--- src/hw/rtl/kam_pkg.sv ---
// Shared types and constants of the keyed alphabet mutator.
// Used by kam_front, kam_queue, kam_back and keyed_alphabet_mutator_top; depends on nothing.
`default_nettype none

package kam_pkg;

   localparam int ALPHABET_LETTERS_DEF = 26;

   localparam int LEN_W       = 5;
   localparam int SYM_W       = 5;
   localparam int DRAW_W      = 16;
   localparam int CSR_IDX_W   = 4;
   localparam int CSR_DATA_W  = 16;
   localparam int QUEUE_DEPTH = 2;

   localparam logic [CSR_IDX_W-1:0] REG_RESIZE_THR = 4'd0;
   localparam logic [CSR_IDX_W-1:0] REG_SWAP_THR   = 4'd1;
   localparam logic [CSR_IDX_W-1:0] REG_MIN_KW     = 4'd2;
   localparam logic [CSR_IDX_W-1:0] REG_MAX_KW     = 4'd3;

   localparam logic [DRAW_W-1:0] RESIZE_THR_RST = 16'd2621;
   localparam logic [DRAW_W-1:0] SWAP_THR_RST   = 16'd34079;
   localparam logic [LEN_W-1:0]  MIN_KW_RST     = 5'd3;
   localparam logic [LEN_W-1:0]  MAX_KW_RST     = 5'd13;
   localparam logic [LEN_W-1:0]  KEYWORD_RST    = 5'd3;

   typedef enum logic [1:0] {
      OP_LOAD,
      OP_SWAP,
      OP_SWAP_REBUILD,
      OP_REBUILD
   } op_type;

   typedef struct packed {
      op_type            op;
      logic [LEN_W-1:0]  addr_a;
      logic [LEN_W-1:0]  addr_b;
      logic [SYM_W-1:0]  symbol;
      logic [LEN_W-1:0]  len;
   } cmd_type;

   typedef enum logic [2:0] {
      ST_IDLE,
      ST_SWAP_RD,
      ST_SWAP_WA,
      ST_SWAP_WB,
      ST_SCAN,
      ST_FILL,
      ST_EMIT
   } state_type;

endpackage

`default_nettype wire

--- src/hw/rtl/kam_front.sv ---
// Front end: configuration registers, item intake, move classification and index scaling.
// Tracks the keyword length itself and hands kam_pkg::cmd_type commands to the queue.
`default_nettype none

module kam_front #(
   parameter int ALPHABET_LETTERS = kam_pkg::ALPHABET_LETTERS_DEF
) (
   input  wire                              clock,
   input  wire                              reset,
   input  wire                              csr_valid,
   output logic                             csr_ready,
   input  wire  [kam_pkg::CSR_IDX_W-1:0]    csr_index,
   input  wire  [kam_pkg::CSR_DATA_W-1:0]   csr_data,
   input  wire                              req_valid,
   output logic                             req_ready,
   input  wire                              action,
   input  wire  [kam_pkg::LEN_W-1:0]        slot,
   input  wire  [kam_pkg::SYM_W-1:0]        symbol,
   input  wire  [kam_pkg::LEN_W-1:0]        prefix_length,
   input  wire  [kam_pkg::DRAW_W-1:0]       class_draw,
   input  wire                              direction_bit,
   input  wire  [kam_pkg::DRAW_W-1:0]       first_draw,
   input  wire  [kam_pkg::DRAW_W-1:0]       second_draw,
   input  wire                              q_full,
   output logic                             push_valid,
   output kam_pkg::cmd_type                 push_cmd
);

   localparam int PW = kam_pkg::DRAW_W + kam_pkg::LEN_W;
   localparam logic [kam_pkg::LEN_W:0] N_LEN = (kam_pkg::LEN_W + 1)'(ALPHABET_LETTERS);
   localparam logic [kam_pkg::LEN_W:0] K_MAX = (kam_pkg::LEN_W + 1)'(ALPHABET_LETTERS - 1);

   logic [kam_pkg::DRAW_W-1:0] resize_thr_ff;
   logic [kam_pkg::DRAW_W-1:0] swap_thr_ff;
   logic [kam_pkg::LEN_W-1:0]  min_kw_ff;
   logic [kam_pkg::LEN_W-1:0]  max_kw_ff;
   logic [kam_pkg::LEN_W-1:0]  keyword_len_ff;
   logic [kam_pkg::LEN_W-1:0]  keyword_len_in;

   logic                       accept;
   logic [PW-1:0]              prod_a;
   logic [PW-1:0]              prod_b;
   logic [PW-1:0]              prod_c;
   logic [kam_pkg::LEN_W-1:0]  tail_n;
   logic [kam_pkg::LEN_W-1:0]  idx_i;
   logic [kam_pkg::LEN_W-1:0]  idx_j;
   logic [kam_pkg::LEN_W-1:0]  idx_k;
   logic [kam_pkg::LEN_W:0]    k_step;
   logic [kam_pkg::LEN_W-1:0]  k_resized;

   function automatic logic [kam_pkg::LEN_W-1:0] clamp_len(input logic [kam_pkg::LEN_W:0] v);
      logic [kam_pkg::LEN_W:0] r;
      if (v == '0) begin
         r = (kam_pkg::LEN_W + 1)'(1);
      end else if (v > K_MAX) begin
         r = K_MAX;
      end else begin
         r = v;
      end
      return r[kam_pkg::LEN_W-1:0];
   endfunction

   assign csr_ready = 1'b1;
   assign req_ready = !q_full;
   assign accept    = req_valid && req_ready;

   always_ff @(posedge clock) begin
      if (reset) begin
         resize_thr_ff <= kam_pkg::RESIZE_THR_RST;
         swap_thr_ff   <= kam_pkg::SWAP_THR_RST;
         min_kw_ff     <= kam_pkg::MIN_KW_RST;
         max_kw_ff     <= kam_pkg::MAX_KW_RST;
      end else if (csr_valid) begin
         unique case (csr_index)
            kam_pkg::REG_RESIZE_THR: resize_thr_ff <= csr_data;
            kam_pkg::REG_SWAP_THR:   swap_thr_ff   <= csr_data;
            kam_pkg::REG_MIN_KW:     min_kw_ff     <= csr_data[kam_pkg::LEN_W-1:0];
            kam_pkg::REG_MAX_KW:     max_kw_ff     <= csr_data[kam_pkg::LEN_W-1:0];
            default: ;
         endcase
      end
   end

   always_ff @(posedge clock) begin
      if (reset) begin
         keyword_len_ff <= kam_pkg::KEYWORD_RST;
      end else begin
         keyword_len_ff <= keyword_len_in;
      end
   end

   // scale draws: floor(d * range / 65536)
   always_comb begin
      tail_n = kam_pkg::LEN_W'(N_LEN - {1'b0, keyword_len_ff});
      prod_a = PW'(first_draw) * PW'(keyword_len_ff);
      prod_b = PW'(second_draw) * PW'(tail_n);
      prod_c = PW'(second_draw) * PW'(keyword_len_ff);
      idx_i  = prod_a[PW-1:kam_pkg::DRAW_W];
      idx_j  = keyword_len_ff + prod_b[PW-1:kam_pkg::DRAW_W];
      idx_k  = prod_c[PW-1:kam_pkg::DRAW_W];
   end

   always_comb begin
      if (keyword_len_ff <= min_kw_ff) begin
         k_step = {1'b0, keyword_len_ff} + 1'b1;
      end else if (keyword_len_ff >= max_kw_ff) begin
         k_step = {1'b0, keyword_len_ff} - 1'b1;
      end else if (direction_bit) begin
         k_step = {1'b0, keyword_len_ff} + 1'b1;
      end else begin
         k_step = {1'b0, keyword_len_ff} - 1'b1;
      end
      k_resized = clamp_len(k_step);
   end

   always_comb begin
      keyword_len_in  = keyword_len_ff;
      push_valid      = 1'b0;
      push_cmd.op     = kam_pkg::OP_LOAD;
      push_cmd.addr_a = slot;
      push_cmd.addr_b = idx_j;
      push_cmd.symbol = symbol;
      push_cmd.len    = keyword_len_ff;
      if (accept) begin
         if (!action) begin
            // drop loads aimed past the alphabet; the length still takes effect
            keyword_len_in = clamp_len({1'b0, prefix_length});
            push_valid     = ({1'b0, slot} < N_LEN);
         end else begin
            push_valid = 1'b1;
            if (class_draw < resize_thr_ff) begin
               push_cmd.op    = kam_pkg::OP_REBUILD;
               push_cmd.len   = k_resized;
               keyword_len_in = k_resized;
            end else if (class_draw < swap_thr_ff) begin
               push_cmd.op     = kam_pkg::OP_SWAP_REBUILD;
               push_cmd.addr_a = idx_i;
               push_cmd.addr_b = idx_j;
            end else begin
               // keyword swap scales the second draw by k, not by the tail size
               push_cmd.op     = kam_pkg::OP_SWAP;
               push_cmd.addr_a = idx_i;
               push_cmd.addr_b = idx_k;
            end
         end
      end
   end

endmodule

`default_nettype wire

--- src/hw/rtl/kam_queue.sv ---
// Short command queue between the front end and the back end.
// Holds kam_pkg::cmd_type entries; depth is kam_pkg::QUEUE_DEPTH (a power of two).
`default_nettype none

module kam_queue (
   input  wire               clock,
   input  wire               reset,
   input  wire               push_valid,
   input  kam_pkg::cmd_type  push_cmd,
   output logic              full,
   input  wire               pop,
   output kam_pkg::cmd_type  head_cmd,
   output logic              empty
);

   localparam int PTR_W = (kam_pkg::QUEUE_DEPTH > 1) ? $clog2(kam_pkg::QUEUE_DEPTH) : 1;
   localparam int CNT_W = $clog2(kam_pkg::QUEUE_DEPTH + 1);
   localparam logic [CNT_W-1:0] DEPTH_CNT = CNT_W'(kam_pkg::QUEUE_DEPTH);

   kam_pkg::cmd_type   slots_ff [kam_pkg::QUEUE_DEPTH];
   logic [PTR_W-1:0]   wr_ptr_ff;
   logic [PTR_W-1:0]   rd_ptr_ff;
   logic [CNT_W-1:0]   count_ff;
   logic [CNT_W-1:0]   count_in;

   assign full     = (count_ff == DEPTH_CNT);
   assign empty    = (count_ff == '0);
   assign head_cmd = slots_ff[rd_ptr_ff];

   always_comb begin
      count_in = count_ff;
      if (push_valid && !pop) begin
         count_in = count_ff + 1'b1;
      end else if (!push_valid && pop) begin
         count_in = count_ff - 1'b1;
      end
   end

   always_ff @(posedge clock) begin
      if (push_valid) begin
         slots_ff[wr_ptr_ff] <= push_cmd;
      end
   end

   always_ff @(posedge clock) begin
      if (reset) begin
         wr_ptr_ff <= '0;
         rd_ptr_ff <= '0;
         count_ff  <= '0;
      end else begin
         if (push_valid) begin
            wr_ptr_ff <= wr_ptr_ff + 1'b1;
         end
         if (pop) begin
            rd_ptr_ff <= rd_ptr_ff + 1'b1;
         end
         count_ff <= count_in;
      end
   end

endmodule

`default_nettype wire

--- src/hw/rtl/kam_back.sv ---
// Back end: alphabet memory, swap sequencer, tail rebuild and entry emission.
// Takes commands from kam_queue; types and state codes from kam_pkg.
`default_nettype none

module kam_back #(
   parameter int ALPHABET_LETTERS = kam_pkg::ALPHABET_LETTERS_DEF
) (
   input  wire                          clock,
   input  wire                          reset,
   input  wire                          q_empty,
   input  kam_pkg::cmd_type             q_cmd,
   output logic                         pop,
   output logic                         rsp_valid,
   input  wire                          rsp_ready,
   output logic [kam_pkg::LEN_W-1:0]    out_slot,
   output logic [kam_pkg::SYM_W-1:0]    out_symbol,
   output logic [kam_pkg::LEN_W-1:0]    out_prefix_length,
   output logic                         last
);

   localparam int IW = $clog2(ALPHABET_LETTERS);
   localparam int CW = $clog2(ALPHABET_LETTERS + 1);
   localparam logic [CW-1:0] N_CW = CW'(ALPHABET_LETTERS);
   localparam logic [IW-1:0] LAST_IDX = IW'(ALPHABET_LETTERS - 1);
   localparam logic [kam_pkg::SYM_W:0] N_SYM = (kam_pkg::SYM_W + 1)'(ALPHABET_LETTERS);

   logic [kam_pkg::SYM_W-1:0] mem [ALPHABET_LETTERS];

   kam_pkg::state_type        state_ff, state_in;
   kam_pkg::cmd_type          cmd_ff, cmd_in;
   logic [CW-1:0]             cnt_ff, cnt_in;
   logic [CW-1:0]             m_ff, m_in;
   logic [ALPHABET_LETTERS-1:0] seen_ff, seen_in;
   logic                      scan_vld_ff, scan_vld_in;
   logic                      pend_ff, pend_in;
   logic [IW-1:0]             pend_slot_ff, pend_slot_in;
   logic [kam_pkg::SYM_W-1:0] rd_a_ff, rd_b_ff;

   logic                      wr_en;
   logic [IW-1:0]             wr_addr;
   logic [kam_pkg::SYM_W-1:0] wr_data;
   logic                      rd_a_en, rd_b_en;
   logic [IW-1:0]             rd_a_addr, rd_b_addr;
   logic                      issue;
   logic                      load_out;
   logic [CW-1:0]             len_cw;

   logic                      out_valid_ff;
   logic [kam_pkg::LEN_W-1:0] out_slot_ff;
   logic [kam_pkg::SYM_W-1:0] out_symbol_ff;
   logic [kam_pkg::LEN_W-1:0] out_len_ff;
   logic                      out_last_ff;

   assign len_cw   = CW'(cmd_ff.len);
   assign load_out = pend_ff && (!out_valid_ff || rsp_ready);

   always_ff @(posedge clock) begin
      if (wr_en) begin
         mem[wr_addr] <= wr_data;
      end
      if (rd_a_en) begin
         rd_a_ff <= mem[rd_a_addr];
      end
      if (rd_b_en) begin
         rd_b_ff <= mem[rd_b_addr];
      end
   end

   always_ff @(posedge clock) begin
      if (reset) begin
         state_ff    <= kam_pkg::ST_IDLE;
         scan_vld_ff <= 1'b0;
         pend_ff     <= 1'b0;
      end else begin
         state_ff    <= state_in;
         scan_vld_ff <= scan_vld_in;
         pend_ff     <= pend_in;
      end
   end

   always_ff @(posedge clock) begin
      cmd_ff       <= cmd_in;
      cnt_ff       <= cnt_in;
      m_ff         <= m_in;
      seen_ff      <= seen_in;
      pend_slot_ff <= pend_slot_in;
   end

   always_comb begin
      state_in    = state_ff;
      cmd_in      = cmd_ff;
      cnt_in      = cnt_ff;
      m_in        = m_ff;
      seen_in     = seen_ff;
      scan_vld_in = 1'b0;
      pop         = 1'b0;
      wr_en       = 1'b0;
      wr_addr     = '0;
      wr_data     = '0;
      rd_a_en     = 1'b0;
      rd_a_addr   = '0;
      rd_b_en     = 1'b0;
      rd_b_addr   = '0;
      issue       = 1'b0;
      unique case (state_ff)
         kam_pkg::ST_IDLE: begin
            if (!q_empty) begin
               pop    = 1'b1;
               cmd_in = q_cmd;
               unique case (q_cmd.op)
                  kam_pkg::OP_LOAD: begin
                     wr_en   = 1'b1;
                     wr_addr = q_cmd.addr_a[IW-1:0];
                     wr_data = q_cmd.symbol;
                  end
                  kam_pkg::OP_REBUILD: begin
                     state_in = kam_pkg::ST_SCAN;
                     cnt_in   = '0;
                     seen_in  = '0;
                  end
                  default: begin
                     state_in = kam_pkg::ST_SWAP_RD;
                  end
               endcase
            end
         end
         kam_pkg::ST_SWAP_RD: begin
            rd_a_en   = 1'b1;
            rd_a_addr = cmd_ff.addr_a[IW-1:0];
            rd_b_en   = 1'b1;
            rd_b_addr = cmd_ff.addr_b[IW-1:0];
            state_in  = kam_pkg::ST_SWAP_WA;
         end
         kam_pkg::ST_SWAP_WA: begin
            wr_en    = 1'b1;
            wr_addr  = cmd_ff.addr_a[IW-1:0];
            wr_data  = rd_b_ff;
            state_in = kam_pkg::ST_SWAP_WB;
         end
         kam_pkg::ST_SWAP_WB: begin
            wr_en   = 1'b1;
            wr_addr = cmd_ff.addr_b[IW-1:0];
            wr_data = rd_a_ff;
            cnt_in  = '0;
            if (cmd_ff.op == kam_pkg::OP_SWAP_REBUILD) begin
               state_in = kam_pkg::ST_SCAN;
               seen_in  = '0;
            end else begin
               state_in = kam_pkg::ST_EMIT;
            end
         end
         kam_pkg::ST_SCAN: begin
            // mark the letters held by the keyword prefix
            if (scan_vld_ff && ({1'b0, rd_a_ff} < N_SYM)) begin
               seen_in[rd_a_ff[IW-1:0]] = 1'b1;
            end
            if (cnt_ff < len_cw) begin
               rd_a_en     = 1'b1;
               rd_a_addr   = cnt_ff[IW-1:0];
               cnt_in      = cnt_ff + 1'b1;
               scan_vld_in = 1'b1;
            end else begin
               state_in = kam_pkg::ST_FILL;
               cnt_in   = '0;
               m_in     = len_cw;
            end
         end
         kam_pkg::ST_FILL: begin
            // write unmarked letters in ascending order behind the prefix
            if (cnt_ff == N_CW || m_ff == N_CW) begin
               state_in = kam_pkg::ST_EMIT;
               cnt_in   = '0;
            end else begin
               if (!seen_ff[cnt_ff[IW-1:0]]) begin
                  wr_en   = 1'b1;
                  wr_addr = m_ff[IW-1:0];
                  wr_data = kam_pkg::SYM_W'(cnt_ff);
                  m_in    = m_ff + 1'b1;
               end
               cnt_in = cnt_ff + 1'b1;
            end
         end
         kam_pkg::ST_EMIT: begin
            issue = (cnt_ff != N_CW) && (!pend_ff || load_out);
            if (issue) begin
               rd_a_en   = 1'b1;
               rd_a_addr = cnt_ff[IW-1:0];
               cnt_in    = cnt_ff + 1'b1;
            end
            if (cnt_ff == N_CW && !pend_ff) begin
               state_in = kam_pkg::ST_IDLE;
            end
         end
         default: begin
            state_in = kam_pkg::ST_IDLE;
         end
      endcase
   end

   always_comb begin
      pend_slot_in = pend_slot_ff;
      if (issue) begin
         pend_in      = 1'b1;
         pend_slot_in = cnt_ff[IW-1:0];
      end else if (load_out) begin
         pend_in = 1'b0;
      end else begin
         pend_in = pend_ff;
      end
   end

   // output register: hold until taken, refill from the read pipe
   always_ff @(posedge clock) begin
      if (reset) begin
         out_valid_ff <= 1'b0;
      end else if (load_out) begin
         out_valid_ff <= 1'b1;
      end else if (rsp_ready) begin
         out_valid_ff <= 1'b0;
      end
   end

   always_ff @(posedge clock) begin
      if (load_out) begin
         out_slot_ff   <= kam_pkg::LEN_W'(pend_slot_ff);
         out_symbol_ff <= rd_a_ff;
         out_len_ff    <= cmd_ff.len;
         out_last_ff   <= (pend_slot_ff == LAST_IDX);
      end
   end

   assign rsp_valid         = out_valid_ff;
   assign out_slot          = out_slot_ff;
   assign out_symbol        = out_symbol_ff;
   assign out_prefix_length = out_len_ff;
   assign last              = out_last_ff;

endmodule

`default_nettype wire

--- src/hw/rtl/keyed_alphabet_mutator_top.sv ---
// Top level of the keyed alphabet mutator: stream ports, front end, command queue, back end.
// Depends on kam_pkg, kam_front, kam_queue and kam_back.
//
//   channel  direction  handshake              payload
//   req      in         req_tvalid/req_tready  req_tdata (64 bit), req_tuser (action)
//   rsp      out        rsp_tvalid/rsp_tready  rsp_tdata (16 bit), rsp_tlast
//   csr      in         csr_valid/csr_ready    csr_index (4 bit), csr_data (16 bit)
//
// The front takes one beat per cycle while the two-entry queue has room. In the back a
// load is a single write, a keyword swap swaps and emits, a resize rebuilds the tail and
// emits, and a keyword-tail swap swaps, rebuilds and emits: the single-write alphabet
// memory walks the prefix, the letter scan and the emission one entry a cycle (the
// emission while rsp is not stalled). Reset is synchronous; the alphabet itself is not
// cleared. A stalled rsp holds the output register and the read pipe.
`default_nettype none

module keyed_alphabet_mutator_top #(
   parameter int ALPHABET_LETTERS = kam_pkg::ALPHABET_LETTERS_DEF
) (
   input  wire                             clock,
   input  wire                             reset,
   input  wire                             req_tvalid,
   output logic                            req_tready,
   // slot[4:0] symbol[9:5] prefix_length[14:10] class_draw[30:15] direction_bit[31]
   // first_draw[47:32] second_draw[63:48]
   input  wire  [63:0]                     req_tdata,
   // action[0]
   input  wire  [0:0]                      req_tuser,
   output logic                            rsp_tvalid,
   input  wire                             rsp_tready,
   // out_slot[4:0] out_symbol[9:5] out_prefix_length[14:10], zero[15]
   output logic [15:0]                     rsp_tdata,
   output logic                            rsp_tlast,
   input  wire                             csr_valid,
   output logic                            csr_ready,
   input  wire  [kam_pkg::CSR_IDX_W-1:0]   csr_index,
   input  wire  [kam_pkg::CSR_DATA_W-1:0]  csr_data
);

   kam_pkg::cmd_type          push_cmd;
   kam_pkg::cmd_type          head_cmd;
   logic                      push_valid;
   logic                      q_full;
   logic                      q_empty;
   logic                      pop;
   logic [kam_pkg::LEN_W-1:0] out_slot;
   logic [kam_pkg::SYM_W-1:0] out_symbol;
   logic [kam_pkg::LEN_W-1:0] out_prefix_length;

   kam_front #(
      .ALPHABET_LETTERS (ALPHABET_LETTERS)
   ) u_front (
      .clock         (clock),
      .reset         (reset),
      .csr_valid     (csr_valid),
      .csr_ready     (csr_ready),
      .csr_index     (csr_index),
      .csr_data      (csr_data),
      .req_valid     (req_tvalid),
      .req_ready     (req_tready),
      .action        (req_tuser[0]),
      .slot          (req_tdata[4:0]),
      .symbol        (req_tdata[9:5]),
      .prefix_length (req_tdata[14:10]),
      .class_draw    (req_tdata[30:15]),
      .direction_bit (req_tdata[31]),
      .first_draw    (req_tdata[47:32]),
      .second_draw   (req_tdata[63:48]),
      .q_full        (q_full),
      .push_valid    (push_valid),
      .push_cmd      (push_cmd)
   );

   kam_queue u_queue (
      .clock      (clock),
      .reset      (reset),
      .push_valid (push_valid),
      .push_cmd   (push_cmd),
      .full       (q_full),
      .pop        (pop),
      .head_cmd   (head_cmd),
      .empty      (q_empty)
   );

   kam_back #(
      .ALPHABET_LETTERS (ALPHABET_LETTERS)
   ) u_back (
      .clock             (clock),
      .reset             (reset),
      .q_empty           (q_empty),
      .q_cmd             (head_cmd),
      .pop               (pop),
      .rsp_valid         (rsp_tvalid),
      .rsp_ready         (rsp_tready),
      .out_slot          (out_slot),
      .out_symbol        (out_symbol),
      .out_prefix_length (out_prefix_length),
      .last              (rsp_tlast)
   );

   assign rsp_tdata = {1'b0, out_prefix_length, out_symbol, out_slot};

endmodule

`default_nettype wire
--- config.mk ---
export PLATFORM = sky130hd
export DESIGN_NAME = keyed_alphabet_mutator_top
export DESIGN_NICKNAME = d
export VERILOG_FILES = /design/src/hw/rtl/kam_pkg.sv /design/src/hw/rtl/kam_front.sv /design/src/hw/rtl/kam_queue.sv /design/src/hw/rtl/kam_back.sv /design/src/hw/rtl/keyed_alphabet_mutator_top.sv
export SDC_FILE = /design/constraint.sdc
export NUM_CORES = 1
export LEC_CHECK = 0
export ABC_AREA = 1
export BUFFER_PORTS_ARGS = -buffer_cell sky130_fd_sc_hd__buf_4
export CAP_MARGIN = 10
export CELL_PAD_IN_SITES_DETAIL_PLACEMENT = 0
export CELL_PAD_IN_SITES_GLOBAL_PLACEMENT = 1
export CORE_UTILIZATION = 35
export CTS_BUF_LIST = sky130_fd_sc_hd__clkbuf_4 sky130_fd_sc_hd__clkbuf_8 sky130_fd_sc_hd__clkbuf_16
export DETAILED_ROUTE_END_ITERATION = 10
export PLACE_DENSITY = 0.71
export RECOVER_POWER = 25
export SYNTH_ARGS = -nofsm -noshare
export SYNTH_HDL_FRONTEND = slang
export SYNTH_SLANG_ARGS = --single-unit
--- constraint.sdc ---
create_clock -name clock -period 8.15 [get_ports clock]
set_clock_uncertainty 0.15 [all_clocks]
set_input_delay 0.815 -clock clock [delete_from_list [all_inputs] [get_ports clock]]
set_output_delay 0.815 -clock clock [all_outputs]
set_load 0.01 [all_outputs]
# Word level (Yosys, flattened, before mapping)
# Memories as Yosys holds them, arrays and structs flattened. A register that Yosys moved wholly into a read port is not among the register bits.
# Cells that the tools add are included.
# classes
addsub	10
multipliers	3
magnitude_cmp	12
eq_ne	27
n_mux	82
n_bitwise	3
reduce_logical	39
# op_table
op	count
$mux 5	27
$mux 26	4
$pmux 26 s3	1
$mul 16x5->21	3
$pmux 5 s4	2
$mux 12	3
$lt 16x16->1	2
$or 26x26->26	1
$pmux 5 s5	1
$mux 1	24
$pmux 3 s7	1
$mux 6	3
$eq 5x5->1 const B	3
$pmux 5 s3	1
$lt 5x6->1 const B	2
$mux 3	4
$ne 2x2->1 const B	6
$add 5x1->5 const B	2
$lt 5x5->1 const B	2
$mux 10	1
$ne 2x1->1 const B	5
$pmux 5 s2	1
$reduce_and 2->1	5
$reduce_and 5->1	2
39 further kinds	70
# totals
reg_bits	131
ram_bits	174
output_inout_bits	20
memories	2
# mem_list
name	depth	word_bits	read_ports	rd_ports_with_merged_regs	write_ports	line_no	rtl
u_back.mem	26	5	2	2	1	kam_back.sv:27	logic [kam_pkg::SYM_W-1:0] mem [ALPHABET_LETTERS];
u_queue.slots_ff	2	22	1	1	1	kam_queue.sv:20	kam_pkg::cmd_type slots_ff [kam_pkg::QUEUE_DEPTH];

# Depth between registers and ports, before layout
# Gate-level depths: netlist of run 1.
# logic_depth
depth_word	10
depth_mapped	32

# Modules after synthesis
# Synthesis of run 1 repeated with hierarchy kept, for this count alone.
# unflattened
cells_unflattened	2795
area_unflattened_um2	23351.1
# by_module_without_submodules
module	instances	cells_per_inst	area_each_um2	seq_area_each_um2
kam_back	1	1218	11348.4	6546.3
kam_front	1	1474	10173.5	940.9
kam_queue	1	101	1818.0	1421.4
keyed_alphabet_mutator_top	1	2	11.3	0.0

# Worst setup path after synthesis of run 1
# OpenSTA, ideal clock, no wires.
# synth_timing
kind	reg2reg
from	register u_back.state_ff[2]
to	register u_back.seen_ff[0] (enable)
setup_time_ps	550
t_arrival_ps	5237
required_ps	7450
setup_slack_ps	2213
stages_incl_launch_ff	6
n_path_buf	0
path_cell_list	dfxtp_1 > nor2_1 > inv_1 > nor2_1 > clkinv_1 > a2111oi_0
# synth_via
elab_chain_len	3
elab_cells_between_ends	9
classes_between	6 x eq/ne; 3 x reduce/logical
# synth_rtl
item	line_no	rtl
from (decl)	kam_back.sv:29	kam_pkg::state_type state_ff, state_in;
from (signal assigned)	kam_back.sv:71	state_ff <= kam_pkg::ST_IDLE;
from (signal assigned)	kam_back.sv:75	state_ff <= state_in;
$eq 3x3->1 (tied with other cells)	kam_back.sv:105	unique case (state_ff)
$ne 2x1->1 (no line) (tied with other cells)	-	
$reduce_and 5->1 (no line) (*)	-	
to (signal assigned)	kam_back.sv:85	seen_ff <= seen_in;
to (decl)	kam_back.sv:33	logic [ALPHABET_LETTERS-1:0] seen_ff, seen_in;
# Mark *: on every way between the ends. The rest lies on a longest branch, timed or not.
# A chain may end at the register's enable or synchronous reset.

==> impl_metrics.yaml, run 1 <==
layout:
  drive_gt1_share_pct: 7.44
  nNetsFinal: 3213
  multi_input_area_um2: 12000
  fillCellCount: 6701
  area.growth.synth_to_final_pct: 11.3
  diodes: 0
  seq_area_um2: 8910
die:
  dieArea_um2: 67600
  die_w_um: 260
  rows: 94
  die_h_um: 260
  fp.coreArea_um2: 65700
  start_util_pct: 35.4
  io_pins: 110
clock_tree:
  clk_pin_slew_worst_paths_ns: 0.07
  cts_hold_buf: 0
  cts_tree: "yes"
  cts_sinks: 316
  numCtsBuffers: 31
  max-clock-path-buffers: 3
  postCtsResizedCells: 0
  root_buffer: "clkbuf_16"
  clkLatencyLatePin_ns: 0.58
  cts.htree.levels: 1
  postCtsSetupRepairBufs: 0
sta:
  setup_tns_ns: 0
  setup-violations-final: 0
  fin_crit_sh_pct: 82.7
  worst_slew_pin_slew_ns: 1.47
  period_needed_ns: 6.74
  drv_slew: 0
  rsz0062_at_grt: "false"
  relSlewSlack_pct: 1.97
  fmax_mhz: 148
  hold_violations: 0
power_and_ir_drop:
  swShare_pct: 45.4
  intPower_uw: 4850
  peakVddDrop_mv: 0.272
  power_density_nw_per_um2: 343
  p_comb_share_pct: 54.2
  power.switching_uw: 4040
  p_seq_share_pct: 28.3
  clockPowerShare_pct: 17.5
  power.leakage_uw: 0.0120
  total_power_uw: 8880
worst_setup_path:
  slowest_stage: "fa_1"
  rr_startpoint: "u_front.keyword_len_ff[0]"
  critPathRequiredTime_ns: 8.33
  max_stage_delay_ns: 0.56
  critPathLaunchType: "register"
  cp_top_family: "adder cells"
  end_kind: "register"
  cp_data_arrival_time_ns: 6.91
  crit_top_cell: "nor2_1"
  worstSetupPathType: "register to register"
  path_max_fanout: 39
  worstSetupStartpoint: "u_front.keyword_len_ff[0]"
  cp_num_buf_inv: 4
logic_synthesis:
  synthesis.nets: 3158
  synth_top_cell_by_area: "edfxtp_1"
  synth_area_leaders: "edfxtp_1 (33%), fa_1 (11%), nand2_1 (9.8%)"
  ys_types: 62
  ys_seq_area_share_pct: 38.3
  synth_edf_count: 258
  avgSynthCellArea_um2: 8.29
  synth_common_cells: "nand2_1 (611), inv_1 (502), edfxtp_1 (258)"
  async_flop_share_pct: 0
  yosysTopAreaCellShare_pct: 33.3
  synth_ff_type: "edfxtp_1"
  ys_seq_elements: 316
  yosysMostFrequentCell: "nand2_1"
  netlist_area_um2: 23300
  synth_cells: 2808
  yosys_warnings: 0
routing:
  first_iter_violations: 1424
  vias: 19000
  drc_errors: 0
  wire_per_inst_um: 17.3
  routed_wl_mm: 64.9
  viasPerCell: 5.07
  final_antenna_net_count: 0
  dr.pass1.iters: 6
job:
  maxCapViolCount: 0
global_route:
  grt_first_pass_wirelength_mm: 103
  track_usage_pct: 19.1
  antenna_found_initial: 1
  grt_pass1_vias: 18800
  grt_overflow_total: 0
  grt_max_degree: 70
outcome:
  status: "completed"
placed_design:
  dp_hpwl_mm: 47.8
  finalWeightedCongestion: 0.839
  portBuffers: 107
worst_hold_path:
  hold_class: "input pin to register"
  min-delay-start: "req_tdata[9]"
-- cells by family after synthesis --
family,Yosys count,synth area share (%)
fa+ha+maj,260,18.0
simple gates,1114,20.4
other cells,2,0.0322
flops,316,38.3
xor+xnor,19,0.715
buf+inv,626,10.5
mux,15,0.725
compound gates,456,11.4
-- metrics by stage --
| step | area, um2 | instances | util (%) | worst slack (ns) | hold slack (ns) |
|---|---|---|---|---|---|
| 5_1_grt | 25900 | 3752 | 39.4 | 0.902 | 0.282 |
| 2_1_floorplan | 23300 | 2808 | - | 2.21 | 0.276 |
| 4_1_cts | 26000 | 3752 | 39.6 | 1.40 | 0.252 |
| 6_report | 25900 | 3752 | 39.4 | 1.41 | 0.303 |
| 3_5_place_dp | 24900 | 3694 | 37.9 | 1.41 | 0.290 |
| 3_3_place_gp | 24900 | 3694 | 37.9 | 1.62 | 0.286 |
-- placed cells by master (no fill, tap or decap), types with 40 or more instances in the layout --
cell,Yosys,final
nand4_1,62,62
ha_1,136,136
a21oi_1,175,175
nand3_1,182,182
inv_1,502,503
fa_1,124,124
buf_4,7,96
o21ai_0,155,155
edfxtp_1,258,258
o211ai_1,40,40
dfxtp_1,58,55
nor2_1,205,204
nand2_1,611,612
-- final cells by class --
cell class | count | share of cell area, %
well taps | 864 | 4.17
clock buffers | 36 | 3.16
multi-input cells | 1866 | 46.4
repair buffers | 125 | 3.23
flip-flops and latches | 316 | 34.4
clock inverters | 22 | 1.09
inverters | 523 | 7.59
-- state kept, by name, summed over array words and instances (netlist names), 3 cells and up, named ones only --
name	count
u_back.rd_b_ff	5
u_back.pend_slot_ff	5
u_back.mem	130
u_back.cnt_ff	5
u_front.min_kw_ff	5
u_back.state_ff	3
u_back.rd_a_ff	5
u_front.resize_thr_ff	16
u_back.cmd_ff	12
u_front.max_kw_ff	5
u_front.keyword_len_ff	5
u_back.len_cw	5
u_back.out_prefix_length	5
u_back.seen_ff	26
u_back.out_symbol	5
u_queue.slots_ff	44
u_back.out_slot	5
u_back.m_ff	5
u_front.swap_thr_ff	16
-- final timing paths --
check                            end  slack [ns]  cells past startpoint
max          u_queue.slots_ff[1][14]        1.41                     28
min           u_queue.slots_ff[0][9]        0.30                      1
max reg2reg  u_queue.slots_ff[1][14]        1.41                     28
min reg2reg       u_back.out_slot[3]        0.31                      0
-- power groups by stage --
stage	Clock [uW]	Combinational [uW]	Sequential, uW
detailed placement	0	4830	2550
floorplan	0	3480	2470
global route	1640	5460	2550
global placement	0	4760	2540
CTS	1580	4860	2520
finish	1550	4810	2520
-- layer usage --
layer	vias up	routed length (um)	global-route usage (%)
li1	9344	-	-
met1	9066	28200	25.1
met3	82	3430	1.75
met5	-	17	0
met4	2	1350	4.75
met2	533	31900	33.7
(Power assumes the default switching activity.)
==> inputs of run 2 (changes only) <==
--- a/config.mk
+++ b/config.mk
@@ -13,7 +13,7 @@
 export CORE_UTILIZATION = 35
 export CTS_BUF_LIST = sky130_fd_sc_hd__clkbuf_4 sky130_fd_sc_hd__clkbuf_8 sky130_fd_sc_hd__clkbuf_16
 export DETAILED_ROUTE_END_ITERATION = 10
-export PLACE_DENSITY = 0.71
+export PLACE_DENSITY = 0.73
 export RECOVER_POWER = 25
 export SYNTH_ARGS = -nofsm -noshare
 export SYNTH_HDL_FRONTEND = slang
==> constraint.sdc (replaced) <==
create_clock -name clock -period 5.7 [get_ports clock]
set_clock_uncertainty 0.15 [all_clocks]
set_input_delay 0.57 -clock clock [delete_from_list [all_inputs] [get_ports clock]]
set_output_delay 0.57 -clock clock [all_outputs]
set_load 0.01 [all_outputs]
==> impl_metrics.yaml, run 2 (synthesis gave the netlist of run 1 again) <==
sta:
  finalWorstSetupSlack_ns: 0.213
  period_needed_ns: 5.49
  hold_violations: 0
  setup-violations-final: 0
  drv_slew: 0
  fin_crit_sh_pct: 96.3
  fmax_mhz: 182
  setup_tns_ns: 0
  worst_slew_pin_slew_ns: 1.28
  relSlewSlack_pct: 14.5
power_and_ir_drop:
  peakVddDrop_mv: 0.458
  power_density_nw_per_um2: 493
  power.leakage_uw: 0.0121
layout:
  drive_gt1_share_pct: 8.99
  reg_top3: "u_back.mem: 130 flops, u_queue.slots_ff: 44 flops, u_back.seen_ff: 26 flops"
  final_area_um2: 26200
  fin_util_pct: 39.9
  area.growth.synth_to_final_pct: 12.5
  final_cell_mix: "nand2_1 (609), inv_1 (501), edfxtp_1 (258)"
  top_register: "u_back.mem"
  largest_reg_flops: 130
  layout_commonest_cell: "nand2_1"
  nNetsFinal: 3238
worst_setup_path:
  cp_data_arrival_time_ns: 5.62
  rr_startpoint: "u_front.keyword_len_ff[0]"
  crit_top_cell: "nand2_1"
  rr_endpoint: "u_queue.slots_ff[0][14]"
  critPathLaunchType: "register"
  ff2ff_path_depth: 28
  end_kind: "register"
  critPathRequiredTime_ns: 5.83
  max_stage_delay_ns: 0.55
  reg2reg_slack_ns: 0.21
  slowest_stage: "fa_1"
  worstSetupPathType: "register to register"
  path_max_fanout: 13
outcome:
  status: "completed"
die:
  die_h_um: 260
  die_w_um: 260
  io_pins: 110
  dieArea_um2: 67600
  fp.coreArea_um2: 65700
  rows: 94
  start_util_pct: 35.4
routing:
  viasPerCell: 5.06
  final_antenna_net_count: 0
  wire_per_inst_um: 17.1
  dr.pass1.iters: 5
  vias: 19100
  drc_errors: 0
  first_iter_violations: 1318
  wl_met1_mm: 28.6
  wl_met3_mm: 2.81
  top_layer: "met5"
  routed_wl_mm: 64.7
  wl_met2_mm: 31.7
job:
  maxCapViolCount: 0
clock_tree:
  cts_sinks: 316
  clk_pin_slew_worst_paths_ns: 0.06
  cts.htree.levels: 2
  root_buffer: "clkbuf_16"
  numCtsBuffers: 34
  cts_tree: "yes"
  clkLatencyLatePin_ns: 0.53
  cts_hold_buf: 0
  max-clock-path-buffers: 3
worst_hold_path:
  min-delay-start: "req_tdata[6]"
  hold_class: "input pin to register"
  hold_path_end: "u_queue.slots_ff[1][6]"
  holdPathStages: 1
global_route:
  track_usage_pct: 19.1
  grt_pass1_vias: 19200
  grt_max_degree: 104
  grt_first_pass_wirelength_mm: 103
  grt_overflow_total: 0
  antenna_found_initial: 2
placed_design:
  portBuffers: 107
  finalWeightedCongestion: 0.881
  dp_slack_ns: 0.0565
  place_area_um2: 25100
  dp_hpwl_mm: 47.4
[run 2: changes by cell type in the layout (fill, tap and decap cells not counted), sizes merged]
cell	change
buf	+22
clkinv	+6
bufinv	-4
clkbuf	+2
inv	-2
clkinvlp	+1
diode	+1
[run 2: what timing repair did]
action | CTS | global route
buffers inserted | 0 | 3
resized for setup | 0 | 35
endpoints found under the setup margin | 0 | 4
[run 2: layer usage]
metal / GRT usage [%] / vias up
li1: - / 9385
met1: 24.6 / 9179
met2: 33.1 / 464
met3: 2.45 / 95
met4: 5.44 / 4
met5: 0 / -
[run 2: worst max path at each step]
stage,from,end,slack (ns),cells past startpoint
finish,u_front.keyword_len_ff[0],u_queue.slots_ff[0][14],0.21,28
global route,u_front.keyword_len_ff[0],u_queue.slots_ff[0][14],-0.05,29
CTS,u_front.keyword_len_ff[0],u_queue.slots_ff[0][14],0.05,27
detailed placement,u_front.keyword_len_ff[0],u_queue.slots_ff[1][14],0.06,27
global placement,u_front.keyword_len_ff[0],u_queue.slots_ff[0][14],0.08,27
floorplan,u_front.keyword_len_ff[2],u_queue.slots_ff[0][14],0.02,29
[run 2: stage by stage]
stage / hold slack [ns] / std cells / total power (uW)
global placement: 0.285 / 3713 / 10300
CTS: 0.0402 / 3774 / 12700
finish: 0.100 / 3778 / 12900
global route: 0.0690 / 3777 / 14000
detailed placement: 0.296 / 3713 / 10500
floorplan: 0.276 / 2808 / 8510
[run 2: worst max-delay path, delay by kind of cell (launching register included)]
family                     cells  cell delay [ns]
AOI/OAI and AO/OA              4             0.57
xor gates and xnor gates       2             0.34
adders and majority gates      6             2.42
buffers and inverters          4             0.40
DFF                            1             0.33
and+or+nand+nor               12             1.01
[run 2: where the power goes]
part	leakage, uW	internal, uW	total (uW)	switching (uW)
combinational	0.00868	2530	7170	4640
sequential	0.00292	3310	3610	297
clock	0.000519	1220	2150	933
[run 2: final cells by class]
class / instances / area [um2]
repair buffers: 147 / 1040
clock inverters: 23 / 189
inverters: 523 / 1970
diodes: 1 / 2.50
fillers: 6644 / 39500
multi-input cells: 1866 / 12100
flip-flops and latches: 316 / 8910
well taps: 864 / 1080
clock buffers: 38 / 881
